<file path="config.mk">
export PLATFORM = sky130hd
export DESIGN_NAME = js_string_escape_encoder_flat
export DESIGN_NICKNAME = d
export VERILOG_FILES = /design/src/rtl/jse_pkg.sv /design/src/rtl/jse_in_if.sv /design/src/rtl/jse_out_if.sv /design/src/rtl/jse_front.sv /design/src/rtl/jse_fifo.sv /design/src/rtl/jse_back.sv /design/src/rtl/js_string_escape_encoder.sv /design/src/flat_wrapper.sv
export VERILOG_INCLUDE_DIRS = /design/src /design/src/rtl
export SDC_FILE = /design/constraint.sdc
export NUM_CORES = 1
export LEC_CHECK = 0
export ABC_AREA = 0
export BUFFER_PORTS_ARGS = -buffer_cell sky130_fd_sc_hd__buf_2
export CAP_MARGIN = 10
export CORE_UTILIZATION = 37
export DETAILED_ROUTE_END_ITERATION = 16
export GPL_TIMING_DRIVEN = 1
export PLACE_DENSITY = 0.64
export SLEW_MARGIN = 20
export SYNTH_ARGS = -nofsm -noshare
export SYNTH_HDL_FRONTEND = slang
export SYNTH_HIERARCHICAL = 1
export SYNTH_SLANG_ARGS = --single-unit
export TNS_END_PERCENT = 20
</file>
<file path="constraint.sdc">
create_clock -name clk -period 9.9 [get_ports clk]
set_clock_uncertainty 0.2 [all_clocks]
set_input_delay 0.99 -clock clk [delete_from_list [all_inputs] [get_ports clk]]
set_output_delay 0.99 -clock clk [all_outputs]
set_load 0.05 [all_outputs]
</file>
<file path="src/rtl/js_string_escape_encoder_assert.svh">
// ----------------------------------------------------------------------------
// JS string escape encoder assertion macros
// Shared property shorthands; the using scope provides clk and arst_n.
// ----------------------------------------------------------------------------
`ifndef JS_STRING_ESCAPE_ENCODER_ASSERT_SVH
`define JS_STRING_ESCAPE_ENCODER_ASSERT_SVH

// Same-cycle implication, checked outside reset.
`define JSE_ASSERT_NOW(label, ante, cons, msg) \
	label: assert property (@(posedge clk) disable iff (!arst_n) (ante) |-> (cons)) \
		else $error(msg);

// Next-cycle implication, checked outside reset.
`define JSE_ASSERT_NEXT(label, ante, cons, msg) \
	label: assert property (@(posedge clk) disable iff (!arst_n) (ante) |=> (cons)) \
		else $error(msg);

`endif

</file>
<file path="src/rtl/jse_pkg.sv">
// ----------------------------------------------------------------------------
// jse_pkg
// Types, character codes and helpers shared by the escape encoder.
// ----------------------------------------------------------------------------
package jse_pkg;

	localparam int QUEUE_DEPTH = 4;

	// Characters
	localparam logic [7:0] CH_QUOTE     = 8'h22;
	localparam logic [7:0] CH_BACKSLASH = 8'h5C;
	localparam logic [7:0] CH_BS        = 8'h08;
	localparam logic [7:0] CH_FF        = 8'h0C;
	localparam logic [7:0] CH_LF        = 8'h0A;
	localparam logic [7:0] CH_CR        = 8'h0D;
	localparam logic [7:0] CH_TAB       = 8'h09;
	localparam logic [7:0] CH_LOW_B     = 8'h62;
	localparam logic [7:0] CH_LOW_F     = 8'h66;
	localparam logic [7:0] CH_LOW_N     = 8'h6E;
	localparam logic [7:0] CH_LOW_R     = 8'h72;
	localparam logic [7:0] CH_LOW_T     = 8'h74;
	localparam logic [7:0] CH_LOW_U     = 8'h75;
	localparam logic [7:0] CH_ZERO      = 8'h30;
	localparam logic [7:0] CH_PRINT_LO  = 8'h20;
	localparam logic [7:0] CH_PRINT_HI  = 8'h7E;

	// Body kinds of a descriptor
	localparam logic [1:0] KIND_NONE = 2'd0;
	localparam logic [1:0] KIND_PASS = 2'd1;
	localparam logic [1:0] KIND_PAIR = 2'd2;
	localparam logic [1:0] KIND_UNI  = 2'd3;

	// Escape run for one input word
	typedef struct packed {
		logic       open_q;   // leading quote
		logic       close_q;  // trailing quote
		logic [1:0] kind;
		logic [7:0] body;     // pass byte, pair second byte, or raw byte for \u00XX
		logic       str_end;
		logic [3:0] count;    // total bytes in the run, 1..8
	} desc_t;

	function automatic logic [2:0] body_len(input logic [1:0] kind);
		logic [2:0] len;
		case (kind)
			KIND_NONE: len = 3'd0;
			KIND_PASS: len = 3'd1;
			KIND_PAIR: len = 3'd2;
			KIND_UNI:  len = 3'd6;
			default:   len = 3'd0;
		endcase
		return len;
	endfunction

	function automatic logic [7:0] hex_char(input logic [3:0] nib);
		return (nib < 4'd10) ? (8'h30 + {4'd0, nib}) : (8'h37 + {4'd0, nib});
	endfunction

endpackage

</file>
<file path="src/rtl/jse_in_if.sv">
// ----------------------------------------------------------------------------
// jse_in_if
// Input channel: one source byte with string markers.
// ----------------------------------------------------------------------------
interface jse_in_if;
	logic       valid;
	logic       ready;
	logic [7:0] char_byte;
	logic       first_byte;
	logic       last_byte;
	logic       empty_string;
	logic       with_quotes;

	modport source (output valid, char_byte, first_byte, last_byte, empty_string,
		with_quotes, input ready);
	modport sink (input valid, char_byte, first_byte, last_byte, empty_string,
		with_quotes, output ready);
endinterface

</file>
<file path="src/rtl/jse_out_if.sv">
// ----------------------------------------------------------------------------
// jse_out_if
// Output channel: one byte of escaped text with run markers.
// ----------------------------------------------------------------------------
interface jse_out_if;
	logic       valid;
	logic       ready;
	logic [7:0] out_byte;
	logic       run_last;
	logic       string_end;

	modport source (output valid, out_byte, run_last, string_end, input ready);
	modport sink (input valid, out_byte, run_last, string_end, output ready);
endinterface

</file>
<file path="src/rtl/jse_front.sv">
// ----------------------------------------------------------------------------
// jse_front
// Accept input words and classify each into an escape-run descriptor.
// ----------------------------------------------------------------------------
module jse_front (
	jse_in_if.sink         in_ch,
	input  logic           full,
	output logic           push,
	output jse_pkg::desc_t desc
);

	logic [1:0] kind;
	logic [7:0] body;
	logic       quotes;
	logic       open_q;
	logic       close_q;
	logic [2:0] blen;

	assign in_ch.ready = !full;
	assign quotes      = in_ch.with_quotes;

	always_comb begin
		kind = jse_pkg::KIND_PASS;
		body = in_ch.char_byte;
		case (in_ch.char_byte)
			jse_pkg::CH_QUOTE: begin
				kind = jse_pkg::KIND_PAIR;
				body = jse_pkg::CH_QUOTE;
			end
			jse_pkg::CH_BACKSLASH: begin
				kind = jse_pkg::KIND_PAIR;
				body = jse_pkg::CH_BACKSLASH;
			end
			jse_pkg::CH_BS: begin
				kind = jse_pkg::KIND_PAIR;
				body = jse_pkg::CH_LOW_B;
			end
			jse_pkg::CH_FF: begin
				kind = jse_pkg::KIND_PAIR;
				body = jse_pkg::CH_LOW_F;
			end
			jse_pkg::CH_LF: begin
				kind = jse_pkg::KIND_PAIR;
				body = jse_pkg::CH_LOW_N;
			end
			jse_pkg::CH_CR: begin
				kind = jse_pkg::KIND_PAIR;
				body = jse_pkg::CH_LOW_R;
			end
			jse_pkg::CH_TAB: begin
				kind = jse_pkg::KIND_PAIR;
				body = jse_pkg::CH_LOW_T;
			end
			default: begin
				if (!(in_ch.char_byte inside
						{[jse_pkg::CH_PRINT_LO:jse_pkg::CH_PRINT_HI]})) begin
					kind = jse_pkg::KIND_UNI;
				end
			end
		endcase
		// empty string: only the two quotes
		if (in_ch.empty_string) begin
			kind = jse_pkg::KIND_NONE;
		end
	end

	assign open_q  = quotes && (in_ch.empty_string || in_ch.first_byte);
	assign close_q = quotes && (in_ch.empty_string || in_ch.last_byte);
	assign blen    = jse_pkg::body_len(kind);

	always_comb begin
		desc.open_q  = open_q;
		desc.close_q = close_q;
		desc.kind    = kind;
		desc.body    = body;
		desc.str_end = in_ch.empty_string || in_ch.last_byte;
		desc.count   = {1'b0, blen} + {3'd0, open_q} + {3'd0, close_q};
	end

	// drop empty strings without quotes: they produce nothing
	assign push = in_ch.valid && !full && !(in_ch.empty_string && !quotes);

endmodule

</file>
<file path="src/rtl/jse_fifo.sv">
// ----------------------------------------------------------------------------
// jse_fifo
// Short descriptor queue between the classifier and the expander.
// ----------------------------------------------------------------------------
module jse_fifo #(
	parameter int DEPTH = jse_pkg::QUEUE_DEPTH
) (
	input  logic           clk,
	input  logic           arst_n,
	input  logic           push,
	input  jse_pkg::desc_t wr_desc,
	input  logic           pop,
	output logic           full,
	output logic           head_vld,
	output jse_pkg::desc_t head
);

	localparam int PW = (DEPTH > 1) ? $clog2(DEPTH) : 1;
	localparam int CW = $clog2(DEPTH + 1);

	jse_pkg::desc_t mem_q [DEPTH];
	logic [PW-1:0]  wr_ptr_q;
	logic [PW-1:0]  rd_ptr_q;
	logic [CW-1:0]  cnt_q;
	logic           do_push;
	logic           do_pop;

	assign full     = (cnt_q == CW'(DEPTH));
	assign head_vld = (cnt_q != '0);
	assign head     = mem_q[rd_ptr_q];
	assign do_push  = push && !full;
	assign do_pop   = pop && head_vld;

	function automatic logic [PW-1:0] nxt(input logic [PW-1:0] p);
		return (p == PW'(DEPTH - 1)) ? '0 : p + PW'(1);
	endfunction

	always_ff @(posedge clk) begin
		if (do_push) begin
			mem_q[wr_ptr_q] <= wr_desc;
		end
	end

	always_ff @(posedge clk or negedge arst_n) begin
		if (!arst_n) begin
			wr_ptr_q <= '0;
			rd_ptr_q <= '0;
			cnt_q    <= '0;
		end else begin
			if (do_push) begin
				wr_ptr_q <= nxt(wr_ptr_q);
			end
			if (do_pop) begin
				rd_ptr_q <= nxt(rd_ptr_q);
			end
			if (do_push && !do_pop) begin
				cnt_q <= cnt_q + CW'(1);
			end else if (!do_push && do_pop) begin
				cnt_q <= cnt_q - CW'(1);
			end
		end
	end

endmodule

</file>
<file path="src/rtl/jse_back.sv">
// ----------------------------------------------------------------------------
// jse_back
// Expand the head descriptor into output bytes, one per cycle unless stalled.
// ----------------------------------------------------------------------------
module jse_back (
	input  logic           clk,
	input  logic           arst_n,
	input  logic           head_vld,
	input  jse_pkg::desc_t head,
	output logic           pop,
	output logic [2:0]     idx,
	jse_out_if.source      out_ch
);

	logic [2:0] idx_q;
	logic       out_vld_q;
	logic [7:0] out_byte_q;
	logic       run_last_q;
	logic       string_end_q;
	logic       step;
	logic       cur_last;
	logic [2:0] blen;
	logic [2:0] bpos;
	logic [7:0] cur_byte;

	assign blen     = jse_pkg::body_len(head.kind);
	assign bpos     = idx_q - {2'd0, head.open_q};
	assign cur_last = ({1'b0, idx_q} == head.count - 4'd1);
	assign step     = head_vld && (!out_vld_q || out_ch.ready);
	assign pop      = step && cur_last;
	assign idx      = idx_q;

	always_comb begin
		cur_byte = jse_pkg::CH_QUOTE;
		if (head.open_q && idx_q == 3'd0) begin
			cur_byte = jse_pkg::CH_QUOTE;
		end else if (bpos < blen) begin
			case (head.kind)
				jse_pkg::KIND_PASS: begin
					cur_byte = head.body;
				end
				jse_pkg::KIND_PAIR: begin
					cur_byte = (bpos == 3'd0) ? jse_pkg::CH_BACKSLASH : head.body;
				end
				jse_pkg::KIND_UNI: begin
					case (bpos)
						3'd0:    cur_byte = jse_pkg::CH_BACKSLASH;
						3'd1:    cur_byte = jse_pkg::CH_LOW_U;
						3'd2:    cur_byte = jse_pkg::CH_ZERO;
						3'd3:    cur_byte = jse_pkg::CH_ZERO;
						3'd4:    cur_byte = jse_pkg::hex_char(head.body[7:4]);
						default: cur_byte = jse_pkg::hex_char(head.body[3:0]);
					endcase
				end
				default: begin
					cur_byte = jse_pkg::CH_QUOTE;
				end
			endcase
		end
	end

	always_ff @(posedge clk) begin
		if (step) begin
			out_byte_q   <= cur_byte;
			run_last_q   <= cur_last;
			string_end_q <= cur_last && head.str_end;
		end
	end

	always_ff @(posedge clk or negedge arst_n) begin
		if (!arst_n) begin
			idx_q     <= '0;
			out_vld_q <= 1'b0;
		end else begin
			if (step) begin
				out_vld_q <= 1'b1;
				idx_q     <= cur_last ? 3'd0 : idx_q + 3'd1;
			end else if (out_ch.ready) begin
				out_vld_q <= 1'b0;
			end
		end
	end

	assign out_ch.valid      = out_vld_q;
	assign out_ch.out_byte   = out_byte_q;
	assign out_ch.run_last   = run_last_q;
	assign out_ch.string_end = string_end_q;

endmodule

</file>
<file path="src/rtl/js_string_escape_encoder.sv">
// ----------------------------------------------------------------------------
// js_string_escape_encoder
// JavaScript string-literal escaper: one source byte in, its escaped run out.
// ----------------------------------------------------------------------------
//
// Channel  Dir  Payload                                               Handshake
// in_ch    in   char_byte, first_byte, last_byte, empty_string,       valid/ready
//               with_quotes
// out_ch   out  out_byte, run_last, string_end                        valid/ready
//
// Each input word turns into a run of 0 to 8 output words; the back end
// emits one output word per cycle while the output is ready; a run is 1
// word long for an unquoted plain byte and 8 at most.
// Plain bytes flow at one word per cycle while the output is ready.
// A QUEUE_DEPTH-entry descriptor queue decouples the two sides: input
// stalls only when the queue is full, output stalls only stall expansion.
// Reset clears queue pointers, the expansion index and the output valid.
//
module js_string_escape_encoder #(
	parameter int QUEUE_DEPTH = jse_pkg::QUEUE_DEPTH
) (
	input  logic       clk,
	input  logic       arst_n,
	jse_in_if.sink     in_ch,
	jse_out_if.source  out_ch
);

`include "js_string_escape_encoder_assert.svh"

	jse_pkg::desc_t wr_desc;
	jse_pkg::desc_t head;
	logic           push;
	logic           pop;
	logic           full;
	logic           head_vld;
	logic [2:0]     idx;

	// Classify each accepted word into a descriptor (quotes, body kind, length)
	jse_front u_front (
		.in_ch (in_ch),
		.full  (full),
		.push  (push),
		.desc  (wr_desc)
	);

	// Hold pending descriptors while the expander works through longer runs
	jse_fifo #(
		.DEPTH (QUEUE_DEPTH)
	) u_fifo (
		.clk      (clk),
		.arst_n   (arst_n),
		.push     (push),
		.wr_desc  (wr_desc),
		.pop      (pop),
		.full     (full),
		.head_vld (head_vld),
		.head     (head)
	);

	// Walk the head descriptor one byte per unstalled cycle into the output register
	jse_back u_back (
		.clk      (clk),
		.arst_n   (arst_n),
		.head_vld (head_vld),
		.head     (head),
		.pop      (pop),
		.idx      (idx),
		.out_ch   (out_ch)
	);

	// Assertions
	`JSE_ASSERT_NOW(a_end_on_run_last, out_ch.valid && out_ch.string_end, out_ch.run_last, "string end without run last")
	`JSE_ASSERT_NOW(a_drop_silent, in_ch.valid && in_ch.ready && in_ch.empty_string && !in_ch.with_quotes, !push, "unquoted empty string queued")
	`JSE_ASSERT_NOW(a_idx_in_run, head_vld, {1'b0, idx} < head.count, "expansion index past run length")
	`JSE_ASSERT_NEXT(a_out_after_pop, pop, out_ch.valid && out_ch.run_last, "run end not presented")

endmodule

</file>
<file path="src/flat_wrapper.sv">
// flat-port wrapper written by rule: the top's interface ports become plain ports
module js_string_escape_encoder_flat 
#(
	parameter int QUEUE_DEPTH = jse_pkg::QUEUE_DEPTH
)
  (clk, arst_n, in_ch_valid, in_ch_char_byte, in_ch_first_byte, in_ch_last_byte, in_ch_empty_string, in_ch_with_quotes, in_ch_ready, out_ch_valid, out_ch_out_byte, out_ch_run_last, out_ch_string_end, out_ch_ready);
  jse_in_if in_ch_i ();
  jse_out_if out_ch_i ();
  input  logic clk;
  input  logic arst_n;
  input wire logic [$bits(in_ch_i.valid)-1:0] in_ch_valid;
  input wire logic [$bits(in_ch_i.char_byte)-1:0] in_ch_char_byte;
  input wire logic [$bits(in_ch_i.first_byte)-1:0] in_ch_first_byte;
  input wire logic [$bits(in_ch_i.last_byte)-1:0] in_ch_last_byte;
  input wire logic [$bits(in_ch_i.empty_string)-1:0] in_ch_empty_string;
  input wire logic [$bits(in_ch_i.with_quotes)-1:0] in_ch_with_quotes;
  output wire logic [$bits(in_ch_i.ready)-1:0] in_ch_ready;
  output wire logic [$bits(out_ch_i.valid)-1:0] out_ch_valid;
  output wire logic [$bits(out_ch_i.out_byte)-1:0] out_ch_out_byte;
  output wire logic [$bits(out_ch_i.run_last)-1:0] out_ch_run_last;
  output wire logic [$bits(out_ch_i.string_end)-1:0] out_ch_string_end;
  input wire logic [$bits(out_ch_i.ready)-1:0] out_ch_ready;
  assign in_ch_i.valid = in_ch_valid;
  assign in_ch_i.char_byte = in_ch_char_byte;
  assign in_ch_i.first_byte = in_ch_first_byte;
  assign in_ch_i.last_byte = in_ch_last_byte;
  assign in_ch_i.empty_string = in_ch_empty_string;
  assign in_ch_i.with_quotes = in_ch_with_quotes;
  assign in_ch_ready = in_ch_i.ready;
  assign out_ch_valid = out_ch_i.valid;
  assign out_ch_out_byte = out_ch_i.out_byte;
  assign out_ch_run_last = out_ch_i.run_last;
  assign out_ch_string_end = out_ch_i.string_end;
  assign out_ch_i.ready = out_ch_ready;
  js_string_escape_encoder #(.QUEUE_DEPTH(QUEUE_DEPTH)) u_core (.clk(clk), .arst_n(arst_n), .in_ch(in_ch_i), .out_ch(out_ch_i));
endmodule
</file>
; After elaboration in Yosys (flattened, before gate mapping)
; Memories as Yosys holds them, arrays and structs flattened.
; Index checks and enable logic that the tools add are counted.
[classes]
n_eq_ne = 21
reduce_logical = 33
n_mux = 20
addsub = 13
bitwise_logic = 1
order_cmp = 5
[op_table]
columns = operator, count
row1 = $pmux 8 s7, 1
row2 = $eq 8x4->1 const B, 5
row3 = $add 6x4->7 const A, 4
row4 = $pmux 7 s4, 1
row5 = $pmux 3 s4, 2
row6 = $pmux 8 s3, 1
row7 = $logic_and 1x1->1, 14
row8 = $mux 7, 2
row9 = $eq 2x2->1 const B, 6
row10 = $mux 2, 5
row11 = $mux 3, 3
row12 = $eq 8x6->1 const B, 1
row13 = $eq 8x7->1 const B, 1
row14 = $ge 8x6->1 const B, 1
row15 = $le 8x7->1 const B, 1
row16 = $lt 4x4->1 const B, 2
row17 = $mux 8, 1
row18 = $reduce_or 7->1, 1
row19 = $add 3x1->3 const B, 2
row20 = $eq 3x2->1 const B, 2
row21 = $eq 3x3->1 const B, 2
row22 = $logic_not 1->1, 6
row23 = $logic_not 3->1, 2
row24 = $add 2x1->2 const B, 2
row25 = other kinds (16), 25
[totals]
mem_count = 1
output_inout_bits = 12
reg_bits = 21
ram_bits = 68
[memory_table]
columns = memory, depth, width, read_ports, rd_clocked_by_memory_dff, write_ports, line
row1 = u_core.u_fifo.mem_q, 4, 17, 1, 0, 1, jse_fifo.sv:21  ; jse_pkg::desc_t mem_q [DEPTH];

; Logic depth before layout (Yosys ltp)
; Gate-level depths: netlist of run 1.
[depth]
depth_word = 9
depth_mapped = 15
mapped_depth_nobuf = 13

; By module
; The synthesis of run 1 kept the hierarchy.
[modules_own_cells]
columns = module, area_each_um2, seq_area_each_um2, cells_each, n_inst
row1 = jse_fifo, 2959.1, 2217.1, 126, 1
row2 = jse_back, 1202.4, 400.4, 134, 1
row3 = jse_front, 374.1, 0.0, 54, 1

; Worst setup path after synthesis of run 1
; OpenSTA, ideal clock, no wires.
[synth_path]
path_kind = register to register
startpoint = register u_core.u_fifo.rd_ptr_q[0]
endpoint = register u_core.u_fifo.cnt_q[1]
setup_slack_ns = 6.390
stages_incl_launch_ff = 14
period_less_slack_ns = 3.510
setup_ns = 0.125
arrival_time_ns = 3.186
path_cell_list = dfrtp_1 buf_6 buf_12 mux4_2 inv_1 ha_1 xnor2_1 nor4_2 and2_1 nand2_4 ha_1 inv_1 fa_1 mux2_2
[synth_rtl]
columns = element, line
row1 = start: declaration, jse_fifo.sv:23  ; logic [PW-1:0] rd_ptr_q;
row2 = start signal: assignment, jse_fifo.sv:54  ; rd_ptr_q <= nxt(rd_ptr_q);
row3 = end signal: assignment, jse_fifo.sv:57  ; cnt_q <= cnt_q + CW'(1);
row4 = end signal: assignment, jse_fifo.sv:59  ; cnt_q <= cnt_q - CW'(1);
row5 = end: declaration, jse_fifo.sv:24  ; logic [CW-1:0] cnt_q;

==> results.yml, run 1 <==
layout:
  layout_commonest_cell: "edfxtp_1"
  drive_gt1_share_pct: 22.0
  area.sequential_um2: 2500
  diodes: 0
  final_area_um2: 4910
  fin_nets: 365
  fin_util_pct: 42.8
  multiInputGateArea_um2: 1700
  final_cell_mix: "edfxtp_1, buf_2, inv_1"
  syn_to_final_growth_pct: 11.9
  fillCellCount: 994
pwr:
  p_int_uw: 976
  p_leak_nw: 1.80
  ir_drop_mv: 0.156
  swShare_pct: 39.7
  clockPowerShare_pct: 20.7
  pwr-share-seq_pct: 33.6
  combinationalPowerShare_pct: 45.7
  p_switching_uw: 642
  finalPower_mw: 1.62
  powerDensity_nw_per_um2: 330
global_routing:
  antenna_found_initial: 0
  grt.overflow.total: 0
  grt_use_total_pct: 13.7
  first_global_vias: 2572
  grt_pass1_wl_um: 13300
  grt_max_degree: 19
clocking:
  cts.hold.buffers_added: 0
  clk_latency_ps: 330
  htree_levels: 3
  ctsResizeCount: 0
  cts-root-buf: "clkbuf_16"
  cts_setup_buffers: 0
  clk_pin_slew_worst_paths_ps: 60
  clock_path_buffers: 2
  numClockSinks: 85
  cts_buffers: 9
  cts_tree: "done"
timing:
  worst_pin_slew_ps: 954
  rsz0062_at_grt: "false"
  setup-tns-final_ps: 0
  clock.fmax_ghz: 0.233
  hold_viol_final: 0
  hold_slack_ps: 308
  post-route-period-util_pct: 43.3
  finalSetupViolCount: 0
  period_needed_ps: 4290
  slew_headroom_pct: 36.3
  maxSlewViolCount: 0
die:
  rows: 39
  dieArea_um2: 12300
  initial_utilization_pct: 38.2
  ios: 28
  fp.dieW_um: 111
  core_area_um2: 11500
  fp.dieH_um: 111
worst_hold_path:
  hold_class: "reg2reg"
  min_from: "u_core/u_fifo/cnt_q[2]$_DFFE_PN0P_"
  whs_path_depth: 1
route:
  first_pass_iters: 4
  vias: 2584
  drt_iter0_drc: 84
  drc_errors: 0
  drt-total-wl_um: 7920
  wl_per_cell_um: 16.5
  vias_per_cell: 5.38
  drt.antenna.violating_nets: 0
critical_path:
  crit_fanout: 18
  worstReg2RegStart: "u_core/u_fifo/rd_ptr_q[1]$_DFFE_PN0P_"
  timing.critical_path.from: "u_core/u_fifo/rd_ptr_q[1]$_DFFE_PN0P_"
  start_kind: "register"
  arrival_ps: 4170
  path_class: "reg2reg"
  worst_ep_required_time_ps: 9780
  reg2reg_depth: 10
  cp-end-kind: "register"
place:
  placed_area_um2: 4610
  io_buffers: 27
  routabilityCongestion: 0.857
  hpwl_um: 5310
outcome:
  status: "finished, final reports clean"
yosys:
  yosysWarnings: 6
  netlist_area_um2: 4390
  synthCells: 308
  syn_area_per_cell_um2: 14.2
  syn_nets: 341
run:
  drv_cap: 0
[power groups by stage]
stage / clock, mW / combinational, mW / sequential (mW)
after floorplan: 0 / 0.551 / 0.609
after global placement: 0 / 0.727 / 0.549
after detailed placement: 0 / 0.740 / 0.553
after CTS: 0.343 / 0.743 / 0.546
after global routing: 0.358 / 0.816 / 0.556
final: 0.335 / 0.739 / 0.543
[worst max-delay path: stages, from the launching register on]
cell	delay [ps]
dfrtp_1	830
mux4_1	430
ha_1	220
ha_1	190
xnor2_1	720
inv_1	260
ha_1	390
nand2b_1	90
a21o_1	130
nand3_1	240
a221o_1	340
[through the flow]
step | setup slack [ps] | std cells
after CTS | 5580 | 480
after floorplan | 6400 | 308
after global routing | 5210 | 480
after global placement | 5690 | 464
final | 5610 | 480
after detailed placement | 5570 | 464
[layout make-up]
cell class,count,share of cell area (%)
clock inverters,6,1.48
flip-flops and latches,85,50.9
repair buffers,28,2.91
well taps,143,3.65
multi-input cells,184,34.6
inverters,24,1.84
clock buffers,10,4.66
[routing by layer]
metal | share of wire [%] | global-route usage [%]
met1 | 47 | 18.1
met5 | 0 | 0
met3 | 2.7 | 2.35
met4 | 2.1 | 6.49
met2 | 48 | 22.1
[flip-flops by register name, summed over array words and instances (netlist names)]
signal and flops:
u_core/u_fifo/mem_q 64, u_core/u_back/out_ch.out_byte 8, u_core/u_back/idx 3, u_core/u_fifo/cnt_q 3
u_core/u_fifo/rd_ptr_q 2, u_core/u_fifo/wr_ptr_q 2, u_core/u_back/out_ch.run_last 1, u_core/u_back/out_ch.string_end 1
u_core/u_back/out_ch.valid 1
[final timing paths]
kind / to / slack, ps
hold reg to reg: u_core/u_fifo/cnt_q[2]$_DFFE_PN0P_ / 310
hold / removal: u_core/u_fifo/cnt_q[2]$_DFFE_PN0P_ / 310
min in group asynchronous: u_core/u_fifo/wr_ptr_q[0]$_DFFE_PN0P_ / 330
setup reg to reg: u_core/u_back/out_ch.out_byte[5]$_SDFFCE_PP1P_ / 5610
setup / recovery: u_core/u_back/out_ch.out_byte[5]$_SDFFCE_PP1P_ / 5610
max in group asynchronous: u_core/u_back/idx[0]$_DFFE_PN0P_ / 8950
Note: power is estimated with default switching activity, not from simulation.
==> run 2: changes to the inputs <==
==> constraint.sdc (replaced) <==
create_clock -name clk -period 4.3 [get_ports clk]
set_clock_uncertainty 0.2 [all_clocks]
set_input_delay 0.43 -clock clk [delete_from_list [all_inputs] [get_ports clk]]
set_output_delay 0.43 -clock clk [all_outputs]
set_load 0.05 [all_outputs]
==> results.yml, run 2 (synthesis results as in run 1) <==
route:
  vias: 2569
  drt.antenna.violating_nets: 0
  drt_iter0_drc: 122
  drc_errors: 0
  first_pass_iters: 4
  vias_per_cell: 5.32
  wl_per_cell_um: 16.4
  drt-total-wl_um: 7910
layout:
  largest_register: "u_core/u_fifo/mem_q"
  largest_reg_flops: 64
  syn_to_final_growth_pct: 12.0
  drive_gt1_share_pct: 22.4
  final_cell_mix: "edfxtp_1, buf_2, inv_1"
  diodes: 0
  fin_nets: 368
  final_area_um2: 4910
  final_cell_count_no_fill: 483
  layout_commonest_cell: "edfxtp_1"
  fin_util_pct: 42.8
worst_hold_path:
  hold_class: "in2reg"
  min_delay_worst_endpoint: "u_core/u_back/out_ch.valid$_DFFE_PN0P_"
  min_from: "out_ch_ready"
  whs_path_depth: 3
critical_path:
  r2r_setup_slack_ps: 620
  cpMostUsedCell: "xnor2_1"
  crit_chain: "buf_4 > mux4_2 > xnor2_1 > xnor2_1 > nor4_2 > and2_1 > nand2_4 > ha_1 > inv_1 > fa_1 > mux2_2"
  cp_slowest_cell: "mux4_2"
  cp_top_family: "multiplexers"
  start_kind: "register"
  r2r-end: "u_core/u_fifo/cnt_q[1]$_DFFE_PN0P_"
  cpPeakStageDelay_ps: 560
  worst_ep_required_time_ps: 4320
  worstReg2RegStart: "u_core/u_fifo/rd_ptr_q[0]$_DFFE_PN0P_"
  arrival_ps: 3700
  worst-path-stages: 11
  path_class: "reg2reg"
  crit_buf_inv: 2
  reg2reg_depth: 11
  crit_fanout: 13
  cp-end-kind: "register"
die:
  dieArea_um2: 12300
  fp.dieW_um: 111
  core_area_um2: 11500
  fp.dieH_um: 111
  initial_utilization_pct: 38.2
  rows: 39
  ios: 28
timing:
  period_needed_ps: 3680
  finalSetupViolCount: 0
  post-route-period-util_pct: 85.6
  rsz0062_at_grt: "false"
  slew_headroom_pct: 38.0
  clock.fmax_ghz: 0.272
  setup_slack_ps: 621
  worst_pin_slew_ps: 929
  hold_viol_final: 0
  setup-tns-final_ps: 0
  hold_slack_ps: 188
  maxSlewViolCount: 0
clocking:
  cts_buffers: 9
  ctsResizeCount: 0
  clk_latency_ps: 330
  clock_path_buffers: 2
  numClockSinks: 85
  cts_setup_buffers: 0
  clk_pin_slew_worst_paths_ps: 70
  cts-root-buf: "clkbuf_16"
  cts_tree: "done"
  htree_levels: 3
pwr:
  p_leak_nw: 1.80
  combinationalPowerShare_pct: 46.6
  swShare_pct: 40.6
  p_switching_mw: 1.51
  pwr-share-seq_pct: 33.7
  p_int_mw: 2.20
  finalPower_mw: 3.71
  clockPowerShare_pct: 19.7
  ir_drop_mv: 0.386
  powerDensity_nw_per_um2: 755
global_routing:
  grt_max_degree: 18
  grt_use_total_pct: 14.1
  grt.overflow.total: 0
  grt_pass1_wl_um: 13300
  antenna_found_initial: 0
  first_global_vias: 2576
place:
  place_ws_ps: 582
  dp.cells: 466
  hpwl_um: 5480
  placed_area_um2: 4620
  io_buffers: 27
  routabilityCongestion: 0.850
run:
  drv_cap: 0
outcome:
  status: "finished, final reports clean"
==> run 2: final cells by class <==
| cell class | instances | area (um^2) |
|---|---|---|
| Fill cell | 1011 | 6550 |
| Sequential cell | 85 | 2500 |
| Multi-Input combinational cell | 184 | 1700 |
| Clock buffer | 9 | 225 |
| Tap cell | 143 | 179 |
| Timing Repair Buffer | 31 | 168 |
| Inverter | 24 | 90.1 |
| Clock inverter | 7 | 56.3 |
==> run 2: power groups by stage <==
stage | Sequential, mW | Combinational (mW) | Clock, mW
floorplan | 1.40 | 1.27 | 0
global placement | 1.26 | 1.68 | 0
finish | 1.25 | 1.73 | 0.731
CTS | 1.25 | 1.73 | 0.750
detailed placement | 1.27 | 1.72 | 0
global route | 1.28 | 1.90 | 0.777
==> run 2: worst register-to-register path: stages (launching register included) <==
cell and delay (ps):
dfrtp_1 500, buf_4 320, mux4_2 560, xnor2_1 150, xnor2_1 140, nor4_2 450
and2_1 250, nand2_4 70, ha_1 200, inv_1 70, fa_1 390, mux2_2 260
==> run 2: timing repair <==
action,CTS,global route
endpoints found under the setup margin,0,0
hold endpoints to repair,11,0
hold buffers,1,0
==> run 2: per-layer routing <==
metal / track usage, % / routed length, um / part of all wire [%]
met1: 18.1 / 3770 / 48
met2: 23.1 / 3780 / 48
met3: 2.90 / 251 / 3.2
met4: 6.22 / 103 / 1.3
met5: 0 / 0 / 0
==> run 2: worst max-delay path by stage <==
stage	from	to	slack [ps]
after global routing	u_core/u_fifo/rd_ptr_q[0]$_DFFE_PN0P_	u_core/u_fifo/cnt_q[1]$_DFFE_PN0P_	400
final	u_core/u_fifo/rd_ptr_q[0]$_DFFE_PN0P_	u_core/u_fifo/cnt_q[1]$_DFFE_PN0P_	620
after floorplan	u_core/u_fifo/rd_ptr_q[0]$_DFFE_PN0P_	u_core/u_fifo/cnt_q[1]$_DFFE_PN0P_	800
after detailed placement	u_core/u_fifo/rd_ptr_q[0]$_DFFE_PN0P_	u_core/u_fifo/cnt_q[1]$_DFFE_PN0P_	580
after CTS	u_core/u_fifo/rd_ptr_q[0]$_DFFE_PN0P_	u_core/u_fifo/cnt_q[1]$_DFFE_PN0P_	570
after global placement	u_core/u_fifo/rd_ptr_q[0]$_DFFE_PN0P_	u_core/u_fifo/cnt_q[1]$_DFFE_PN0P_	670
==> run 3: changes to the inputs <==
--- a/config.mk
+++ b/config.mk
@@ -6,10 +6,11 @@
 export SDC_FILE = /design/constraint.sdc
 export NUM_CORES = 1
 export LEC_CHECK = 0
-export ABC_AREA = 0
+export ABC_AREA = 1
 export BUFFER_PORTS_ARGS = -buffer_cell sky130_fd_sc_hd__buf_2
 export CAP_MARGIN = 10
 export CORE_UTILIZATION = 37
+export CTS_CLUSTER_SIZE = 10
 export DETAILED_ROUTE_END_ITERATION = 16
 export GPL_TIMING_DRIVEN = 1
 export PLACE_DENSITY = 0.64
==> results.yml, run 3 <==
outcome:
  status: "finished, final reports clean"
route:
  vias_per_cell: 4.64
  wl_per_cell_um: 12.5
  drt_iter0_drc: 165
  vias: 3311
  drc_errors: 0
  first_pass_iters: 5
  drt-total-wl_um: 8910
  drt.antenna.violating_nets: 0
timing:
  finalSetupViolCount: 0
  setup-tns-final_ps: 0
  hold_slack_ps: 133
  hold_viol_final: 0
  period_needed_ps: 3310
  post-route-period-util_pct: 77.0
  maxSlewViolCount: 0
  slew_headroom_pct: 34.5
  worst_pin_slew_ps: 982
  rsz0062_at_grt: "false"
  setup_slack_ps: 989
  clock.fmax_ghz: 0.302
clocking:
  cts_tree: "done"
  cts-root-buf: "clkbuf_16"
  clk_pin_slew_worst_paths_ps: 60
  htree_levels: 3
  cts_buffers: 9
  clock_path_buffers: 2
  clk_latency_ps: 330
  numClockSinks: 85
layout:
  final_cell_count_no_fill: 713
  layout_commonest_cell: "nand2_1"
  final_cell_mix: "nand2_1, inv_1, edfxtp_1"
  diodes: 0
  drive_gt1_share_pct: 17.6
  fin_nets: 569
  largest_reg_flops: 64
  largest_register: "u_core/u_fifo/mem_q"
  syn_to_final_growth_pct: 11.3
die:
  core_area_um2: 12600
  fp.dieW_um: 116
  rows: 41
  ios: 28
  fp.dieH_um: 116
  initial_utilization_pct: 37.9
  dieArea_um2: 13300
place:
  hpwl_um: 6750
  routabilityCongestion: 0.878
  dp.cells: 696
  place_ws_ps: 959
  io_buffers: 27
critical_path:
  worst_ep_required_time_ps: 4320
  cp-end-kind: "register"
  path_class: "reg2reg"
  start_kind: "register"
  crit_fanout: 39
  arrival_ps: 3330
global_routing:
  antenna_found_initial: 0
  grt.overflow.total: 0
  grt_max_degree: 40
  grt_use_total_pct: 15.0
  first_global_vias: 3220
  grt_pass1_wl_um: 15200
yosys:
  netlist_area_um2: 4770
  yosysWarnings: 6
  syn_nets: 541
  synthCells: 508
  syn_area_per_cell_um2: 9.39
pwr:
  finalPower_mw: 4.05
  ir_drop_mv: 0.251
  p_leak_nw: 2.35
  powerDensity_nw_per_um2: 763
run:
  drv_cap: 0
worst_hold_path:
  hold_class: "in2reg"
==> run 3: where the power goes <==
part	leakage, nW	internal (mW)	switching, mW
Clock	0.143	0.426	0.299
Sequential	0.814	1.15	0.130
Combinational	1.40	0.655	1.39
==> run 3: cell type report <==
| class | instances | area (um^2) |
|---|---|---|
| fillers | 1182 | 7260 |
| flip-flops and latches | 85 | 2500 |
| multi-input cells | 315 | 1780 |
| inverters | 94 | 360 |
| clock buffers | 12 | 256 |
| well taps | 172 | 215 |
| repair buffers | 31 | 168 |
| clock inverters | 4 | 31.3 |
==> run 3: worst max-delay path, stage by stage (launching register included) <==
cell	delay, ps
dfrtp_2	640
buf_4	430
nand2_1	90
o211ai_1	90
nand2_1	90
inv_1	70
nand3_1	90
xor2_1	170
nand3_2	130
nor2_1	220
nand2_1	140
ha_1	210
inv_1	80
fa_1	410
nand2_1	70
o21ai_0	70
==> run 3: timing repair <==
item | 4_1_cts | 5_1_grt
buffers inserted | 0 | 0
hold buffers | 1 | 0
hold endpoints to repair | 11 | 0
resized for setup | 0 | 0
==> run 3: final timing paths <==
kind                                                                to  depth (start not counted)  slack, ps                                   start
worst min register to register  u_core/u_back/out_ch.valid$_DFFE_PN0P_                          2        310  u_core/u_back/out_ch.valid$_DFFE_PN0P_
min in group asynchronous        u_core/u_fifo/wr_ptr_q[0]$_DFFE_PN0P_                          2        300                                  arst_n
max in group asynchronous        u_core/u_fifo/rd_ptr_q[0]$_DFFE_PN0P_                          2       3370                                  arst_n
worst min-delay path            u_core/u_back/out_ch.valid$_DFFE_PN0P_                          4        130                            out_ch_ready
worst max register to register      u_core/u_fifo/cnt_q[1]$_DFFE_PN0P_                         15        990   u_core/u_fifo/rd_ptr_q[0]$_DFFE_PN0P_
worst max-delay path                u_core/u_fifo/cnt_q[1]$_DFFE_PN0P_                         15        990   u_core/u_fifo/rd_ptr_q[0]$_DFFE_PN0P_
==> run 3: stage by stage <==
step / util [%] / area [um^2]
2_1_floorplan: - / 4770
3_3_place_gp: 39.9 / 5010
3_5_place_dp: 39.9 / 5010
4_1_cts: 42.2 / 5310
5_1_grt: 42.2 / 5310
6_report: 42.2 / 5310
==> run 3: per-layer routing <==
metal / vias up / wire length, um / global-route usage [%]
met2: 51 / 4310 / 26.0
met5: - / 0 / 0
met1: 1541 / 4210 / 18.5
met3: 4 / 304 / 3.09
li1: 1715 / - / -
met4: 0 / 87 / 5.02
